`src/rtl/hslrgb_pkg.sv`:
```
package hslrgb_pkg;

  // Fixed-point format of hue, saturation and lightness
  localparam int FRAC_BITS = 12;
  localparam int HUE_W     = 20;
  localparam int CTRL_W    = 13;
  localparam int LEVEL_W   = 8;
  localparam int MAX_LEVEL = 255;

  localparam logic [CTRL_W-1:0] ONE_FX  = CTRL_W'(1 << FRAC_BITS);
  localparam logic [CTRL_W-1:0] HALF_FX = CTRL_W'(1 << (FRAC_BITS - 1));

  // Channel levels in red, green, blue order
  typedef logic [2:0][LEVEL_W-1:0] chan_arr_t;

  // Packed widths of the stream payloads
  localparam int IN_DATA_W  = 48;
  localparam int OUT_DATA_W = 24;

endpackage

```
`src/rtl/hslrgb_sector.sv`:
```
module hslrgb_sector (
  input  logic [hslrgb_pkg::HUE_W-1:0] hue,
  output hslrgb_pkg::chan_arr_t        ch
);

  localparam int INT_W = hslrgb_pkg::HUE_W - hslrgb_pkg::FRAC_BITS;
  localparam logic [7:0] TOP = 8'(hslrgb_pkg::MAX_LEVEL);

  logic [INT_W-1:0]                  hue_int;
  logic [hslrgb_pkg::FRAC_BITS-1:0]  hue_frac;
  logic [INT_W+7:0]                  quot_prod;
  logic [INT_W-1:0]                  quot;
  logic [INT_W+2:0]                  six_q;
  logic [2:0]                        sector;
  logic [hslrgb_pkg::FRAC_BITS+7:0]  ramp_prod;
  logic [7:0]                        ramp;

  assign hue_int  = hue[hslrgb_pkg::HUE_W-1:hslrgb_pkg::FRAC_BITS];
  assign hue_frac = hue[hslrgb_pkg::FRAC_BITS-1:0];

  // Sector = integer part mod 6, quotient by reciprocal 171/1024 (exact below 256)
  assign quot_prod = (INT_W+8)'(hue_int) * (INT_W+8)'(171);
  assign quot      = INT_W'(quot_prod[INT_W+7:10]);
  assign six_q     = (INT_W+3)'(quot) * (INT_W+3)'(6);
  assign sector    = 3'(hue_int - six_q[INT_W-1:0]);

  // Ramp = floor(255 * frac), as 256*frac - frac
  assign ramp_prod = {hue_frac, 8'b0} - (hslrgb_pkg::FRAC_BITS+8)'(hue_frac);
  assign ramp      = ramp_prod[hslrgb_pkg::FRAC_BITS+7:hslrgb_pkg::FRAC_BITS];

  // Place the full and ramping channels per sector
  always_comb begin
    ch = '0;
    case (sector)
      3'd0: begin
        ch[0] = TOP;
        ch[1] = ramp;
      end
      3'd1: begin
        ch[0] = TOP - ramp;
        ch[1] = TOP;
      end
      3'd2: begin
        ch[1] = TOP;
        ch[2] = ramp;
      end
      3'd3: begin
        ch[1] = TOP - ramp;
        ch[2] = TOP;
      end
      3'd4: begin
        ch[2] = TOP;
        ch[0] = ramp;
      end
      default: begin
        ch[2] = TOP - ramp;
        ch[0] = TOP;
      end
    endcase
  end

endmodule

```
`src/rtl/hsl_to_rgb_converter_top.sv`:
```
// Channel | Ports        | tdata fields, lowest bit first
// in      | in_t*        | hue_fixed[19:0], sat_fixed[32:20], light_fixed[45:33], zero pad
// out     | out_t*       | red_level[7:0], green_level[15:8], blue_level[23:16]
//
// Five register stages: sector/ramp, saturation products, blend and divide by
// three, lightness product, and lightness sum and clamp (or the scaled or
// unchanged level). One request is taken every cycle unless all stages are full and the output is stalled.
// Each stage stalls only when it holds a request and the next stage cannot take
// it, so bubbles close up under back-pressure and nothing is lost or repeated.
// rst_n (synchronous, active low) clears the valid bits only.
module hsl_to_rgb_converter_top (
  input  logic                               clk,
  input  logic                               rst_n,
  input  logic                               in_tvalid,
  output logic                               in_tready,
  // hue_fixed[19:0], sat_fixed[32:20], light_fixed[45:33]
  input  logic [hslrgb_pkg::IN_DATA_W-1:0]   in_tdata,
  output logic                               out_tvalid,
  input  logic                               out_tready,
  // red_level[7:0], green_level[15:8], blue_level[23:16]
  output logic [hslrgb_pkg::OUT_DATA_W-1:0]  out_tdata
);

  localparam int CW = hslrgb_pkg::CTRL_W;
  localparam logic [7:0] TOP = 8'(hslrgb_pkg::MAX_LEVEL);

  typedef enum logic [1:0] {
    LM_KEEP = 2'd0,
    LM_UP   = 2'd1,
    LM_DOWN = 2'd2
  } light_mode_t;

  // Stage ready chain
  logic v1_r, v2_r, v3_r, v4_r, v5_r;
  logic rdy1, rdy2, rdy3, rdy4, rdy5;

  assign rdy5      = !v5_r || out_tready;
  assign rdy4      = !v4_r || rdy5;
  assign rdy3      = !v3_r || rdy4;
  assign rdy2      = !v2_r || rdy3;
  assign rdy1      = !v1_r || rdy2;
  assign in_tready = rdy1;

  always_ff @(posedge clk) begin
    if (!rst_n) begin
      v1_r <= 1'b0;
      v2_r <= 1'b0;
      v3_r <= 1'b0;
      v4_r <= 1'b0;
      v5_r <= 1'b0;
    end else begin
      if (rdy1) v1_r <= in_tvalid;
      if (rdy2) v2_r <= v1_r;
      if (rdy3) v3_r <= v2_r;
      if (rdy4) v4_r <= v3_r;
      if (rdy5) v5_r <= v4_r;
    end
  end

  // Stage 1: sector and ramp
  logic [hslrgb_pkg::HUE_W-1:0] in_hue;
  logic [CW-1:0]                in_sat, in_lit;
  hslrgb_pkg::chan_arr_t        ch1_nxt, ch1_r;
  logic [CW-1:0]                sat1_r, lit1_r;

  assign in_hue = in_tdata[19:0];
  assign in_sat = in_tdata[32:20];
  assign in_lit = in_tdata[45:33];

  hslrgb_sector u_sector (
    .hue (in_hue),
    .ch  (ch1_nxt)
  );

  always_ff @(posedge clk) begin
    if (rdy1) begin
      ch1_r  <= ch1_nxt;
      sat1_r <= in_sat;
      lit1_r <= in_lit;
    end
  end

  // Stage 2: sum weighted by (1 - s) and each channel weighted by s
  logic [9:0]                sum2;
  logic [12:0]               inv_sat2;
  logic [21:0]               psum2_nxt, psum2_r;
  logic [2:0][20:0]          pch2_nxt, pch2_r;
  hslrgb_pkg::chan_arr_t     ch2_r;
  logic                      byp2_r;
  logic [CW-1:0]             lit2_r;

  assign sum2      = 10'(ch1_r[0]) + 10'(ch1_r[1]) + 10'(ch1_r[2]);
  assign inv_sat2  = 13'(hslrgb_pkg::ONE_FX - sat1_r);
  assign psum2_nxt = 22'(sum2) * 22'(inv_sat2);

  always_comb begin
    for (int i = 0; i < 3; i++) begin
      pch2_nxt[i] = 21'(ch1_r[i]) * 21'(sat1_r);
    end
  end

  always_ff @(posedge clk) begin
    if (rdy2) begin
      psum2_r <= psum2_nxt;
      pch2_r  <= pch2_nxt;
      ch2_r   <= ch1_r;
      byp2_r  <= (sat1_r >= hslrgb_pkg::ONE_FX);
      lit2_r  <= lit1_r;
    end
  end

  // Stage 3: blend, drop fraction, divide by three; decode lightness
  logic [2:0][22:0]          mix3;
  logic [2:0][9:0]           whole3;
  logic [2:0][19:0]          recip3;
  hslrgb_pkg::chan_arr_t     ch3_nxt, ch3_r;
  light_mode_t               mode3_nxt, mode3_r;
  logic [13:0]               fac3_nxt, fac3_r;

  always_comb begin
    for (int i = 0; i < 3; i++) begin
      mix3[i]   = 23'(psum2_r) + {1'b0, pch2_r[i], 1'b0} + 23'(pch2_r[i]);
      whole3[i] = mix3[i][21:12];
      // floor(v/3) as (v*683)>>11, exact for v below 1024
      recip3[i] = 20'(whole3[i]) * 20'(683);
      ch3_nxt[i] = byp2_r ? ch2_r[i] : recip3[i][18:11];
    end
  end

  always_comb begin
    mode3_nxt = LM_KEEP;
    fac3_nxt  = '0;
    if (lit2_r > hslrgb_pkg::HALF_FX) begin
      mode3_nxt = LM_UP;
      fac3_nxt  = {lit2_r, 1'b0} - 14'(hslrgb_pkg::ONE_FX);
    end else if (lit2_r < hslrgb_pkg::HALF_FX) begin
      mode3_nxt = LM_DOWN;
      fac3_nxt  = {lit2_r, 1'b0};
    end
  end

  always_ff @(posedge clk) begin
    if (rdy3) begin
      ch3_r   <= ch3_nxt;
      mode3_r <= mode3_nxt;
      fac3_r  <= fac3_nxt;
    end
  end

  // Stage 4: lightness product toward white or black
  logic [2:0][21:0]          prod4_nxt, prod4_r;
  hslrgb_pkg::chan_arr_t     ch4_r;
  light_mode_t               mode4_r;

  always_comb begin
    for (int i = 0; i < 3; i++) begin
      if (mode3_r == LM_UP) begin
        prod4_nxt[i] = 22'(fac3_r) * 22'(TOP - ch3_r[i]);
      end else begin
        prod4_nxt[i] = 22'(fac3_r) * 22'(ch3_r[i]);
      end
    end
  end

  always_ff @(posedge clk) begin
    if (rdy4) begin
      prod4_r <= prod4_nxt;
      ch4_r   <= ch3_r;
      mode4_r <= mode3_r;
    end
  end

  // Stage 5: add headroom share and clamp, take scaled level, or pass level through
  logic [2:0][10:0]          lift5;
  hslrgb_pkg::chan_arr_t     ch5_nxt, ch5_r;

  always_comb begin
    for (int i = 0; i < 3; i++) begin
      lift5[i] = 11'(ch4_r[i]) + 11'(prod4_r[i][21:12]);
      case (mode4_r)
        LM_UP: begin
          ch5_nxt[i] = (lift5[i] > 11'(TOP)) ? TOP : lift5[i][7:0];
        end
        LM_DOWN: begin
          ch5_nxt[i] = prod4_r[i][19:12];
        end
        default: begin
          ch5_nxt[i] = ch4_r[i];
        end
      endcase
    end
  end

  always_ff @(posedge clk) begin
    if (rdy5) begin
      ch5_r <= ch5_nxt;
    end
  end

  assign out_tvalid = v5_r;
  assign out_tdata  = {ch5_r[2], ch5_r[1], ch5_r[0]};

endmodule

```
`config.mk`:
```
export PLATFORM = sky130hd
export DESIGN_NAME = hsl_to_rgb_converter_top
export DESIGN_NICKNAME = d
export VERILOG_FILES = /design/src/rtl/hslrgb_pkg.sv /design/src/rtl/hslrgb_sector.sv /design/src/rtl/hsl_to_rgb_converter_top.sv
export SDC_FILE = /design/constraint.sdc
export NUM_CORES = 2
export LEC_CHECK = 0
export BUFFER_PORTS_ARGS = -buffer_cell sky130_fd_sc_hd__buf_4
export CELL_PAD_IN_SITES_DETAIL_PLACEMENT = 0
export CELL_PAD_IN_SITES_GLOBAL_PLACEMENT = 2
export CORE_ASPECT_RATIO = 0.75
export CORE_UTILIZATION = 39
export CTS_CLUSTER_DIAMETER = 150
export DETAILED_ROUTE_END_ITERATION = 7
export MAX_ROUTING_LAYER = met4
export PLACE_DENSITY = 0.86
export SLEW_MARGIN = 20
export SYNTH_ARGS = -nofsm -noshare
export SYNTH_HDL_FRONTEND = slang
export SYNTH_SLANG_ARGS = --single-unit
```
`constraint.sdc`:
```
create_clock -name clk -period 7.05 [get_ports clk]
set_clock_uncertainty 0.15 [all_clocks]
set_input_delay 0.705 -clock clk [delete_from_list [all_inputs] [get_ports clk]]
set_output_delay 0.705 -clock clk [all_outputs]
set_load 0.05 [all_outputs]
```
==> impl_metrics.tcl <==
set metrics [dict create \
    status "complete, but fails checks" \
    violations "negative setup slack" \
    die_y_um 321 \
    synth_cells 5439 \
    syn_nets 7033 \
    clock-root-buffer "clkbuf_16" \
    end_kind "flip-flop" \
    period_minus_slack_ns 7.21 \
    finalMaxSlewViolations 0 \
    syn_area_um2 52900 \
    cp.arrival_ns 7.41 \
    grt_max_degree 57 \
    die-area_um2 137000 \
    grt_pass1_vias 39400 \
    worstHoldPathType "primary input to flip-flop" \
    tritoncts "done" \
    rrSetupSlack_ns -0.16 \
    holdCritStartpoint "in_tdata[25]" \
    ys_seq_elements 297 \
    post-place-cells 7363 \
    synth_cell_types 85 \
    cp.required_ns 7.25 \
    cts_sinks 297 \
    max_stage_delay_ns 0.51 \
    final_cells 7481 \
    io_buffers 75 \
    clock.fmax_mhz 139 \
    r2r-start "psum2_r[9]" \
    setup_viol 11 \
    drt_iter0_drc 2174 \
    htreeDepth 2 \
    whs_ns 0.0800 \
    vias 37500 \
    clk_pin_slew_ns 0.06 \
    post-dp-hpwl_mm 109 \
    worst_slack_ns -0.164 \
    layout.nets 7272 \
    grt_pass1_wl_mm 224 \
    routedWlPerCell_um 18.8 \
    synth-edff-count 292 \
    synth_top_flop_cell "edfxtp_1" \
    rsz0062_at_grt "true" \
    grt_overflow_total 0 \
    synth.avg_cell_area_um2 9.72 \
    worstReg2RegEnd "ch3_r[23]" \
    fp.coreArea_um2 134000 \
    fp.dieW_um 427 \
    numCtsBuffers 41 \
    ys_seq_area_share_pct 16.8 \
    route.detailed.drc 0 \
    worstSetupPathType "flip-flop to flip-flop" \
    antenna_found_initial 5 \
    globalplace.congestion 0.910 \
    grt_use_total_pct 21.6 \
    worstHoldEndpoint "sat1_r[5]" \
    start_kind "flip-flop" \
    drive_above_1_share_pct 11.7 \
    clock_latency_ns 0.64 \
    rows 116 \
    hold_depth 1 \
    hold_viol_final 0 \
    slew_headroom_pct 27.5 \
    ant_nets 0 \
    ctsHoldBuffers 0 \
    drv_cap 0 \
    ys_async_sr_fraction_pct 0 \
    yosys_warnings 0 \
    reg2reg_depth 29 \
    finalWirelength_mm 140 \
    crit_slowest_cell "fa_1" \
    worst-path-max-fanout 4 \
    dr.pass1.iters 5 \
    syn_to_final_growth_pct 13.6 \
    cts_buffer_depth 3 \
    tightest_slew_ns 1.09 \
    initial_utilization_pct 39.5 \
    period_share_pct 102 \
    routed_via_density 5.01 \
    ios 78 \
]
==> worst max path at each step <==
| stage | startpoint | end | slack (ns) |
|---|---|---|---|
| floorplan | psum2_r[8] | ch3_r[23] | -0.09 |
| global placement | psum2_r[9] | ch3_r[23] | -0.43 |
| detailed placement | psum2_r[9] | ch3_r[23] | -0.49 |
| CTS | psum2_r[5] | ch3_r[23] | -0.25 |
| global route | psum2_r[7] | ch3_r[23] | -0.48 |
| finish | psum2_r[9] | ch3_r[23] | -0.16 |
==> final cells by class <==
class | count | area, µm²
clock buffer | 46 | 1040
clock inverter | 27 | 334
antenna | 3 | 7.51
fill | 12700 | 73900
sequential | 297 | 8870
inverter | 972 | 3650
tap | 1770 | 2210
timing repair buffer | 416 | 3340
multi-input combinational | 3950 | 40600
==> synthesized netlist by cell type (56+ instances only) <==
cell	n	area share, %
a21o_1	56	0.80
a21oi_1	116	1.1
and2_1	319	3.8
clkbuf_1	206	1.5
edfxtp_1	292	17
fa_1	822	31
ha_1	720	17
inv_1	972	6.9
nand2_1	526	3.7
nand2b_1	158	1.9
nor2_1	218	1.5
nor2b_1	200	2.4
o21ai_0	135	1.3
xnor2_1	153	2.5
xor2_1	66	1.1
==> cell families after synthesis <==
logic type                 after synthesis  synth area share, %
and+or+nand+nor                       1608                 15.4
adders and majority gates             1542                 48.2
buffers and inverters                 1192                 8.48
AOI/OAI and AO/OA                      562                 7.10
DFF                                    297                 16.8
xor gates and xnor gates               220                 3.67
muxes                                   18                0.364
==> routing by layer <==
metal / up-vias / global-route usage, % / share of wire, %
li1: 17800 / - / -
met1: 18800 / 31.2 / 49
met2: 770 / 32.0 / 43
met3: 120 / 3.63 / 5.9
met4: 0 / 4.22 / 1.9
met5: - / - / 0
==> state kept, by name, summed over array words and instances, names as in the netlist, 13 cells and up <==
register,flops
lit1_r,13
out_tdata,24
sat1_r,13
ch3_r,24
ch2_r,24
psum2_r,22
prod4_r,30
ch4_r,24
pch2_r,63
lit2_r,13
ch1_r,24
fac3_r,13
==> what timing repair did <==
action	CTS	global route
endpoints found under the setup margin	29	34
gates resized for setup	86	102
pin swaps	74	72
buffers inserted	25	18
==> stage by stage <==
stage                     setup TNS (ns)  utilization (%)  setup slack (ns)  instance area, µm²
after floorplan                   -0.203                -           -0.0932               53000
final                              -1.21             44.8            -0.164               60000
after detailed placement           -5.54             42.8            -0.488               57300
after global routing               -6.13             44.8            -0.477               60000
after global placement             -4.51             42.8            -0.429               57300
after CTS                          -1.41             44.3            -0.251               59300
==> worst max-delay path, delay by kind of cell (launching register included) <==
kind,cells,cell delay (ns)
fa+ha+maj,8,3.01
simple gates,2,0.34
xor+xnor,2,0.35
compound gates,13,2.07
flops,1,0.41
buf+inv,4,0.58
==> layout by cell type, fill, tap and decap left out, types with 17 or more instances in the layout <==
master     synthesis  routed
inv_1            972     957
fa_1             822     815
ha_1             720     677
nand2_1          526     522
buf_4              0     387
and2_1           319     318
edfxtp_1         292     292
nor2_1           218     210
nor2b_1          200     198
nand2b_1         158     157
xnor2_1          153     139
o21ai_0          135     115
a21oi_1          116      98
xor2_1            66      63
a21o_1            56      56
nor3_1            54      52
o21a_1            50      50
clkbuf_16          0      41
nand3_1           41      39
ha_4               0      36
or3_1             26      23
a211oi_1          28      21
a31oi_1           21      20
a21oi_2            0      18
o21bai_1          20      18
o21ai_1            4      17
mux2i_1           17      17
buf_6              1      17
Power is left out: the tool's default activity adds up to more than one toggle a clock period on the data nets, which glitch-free logic cannot reach.
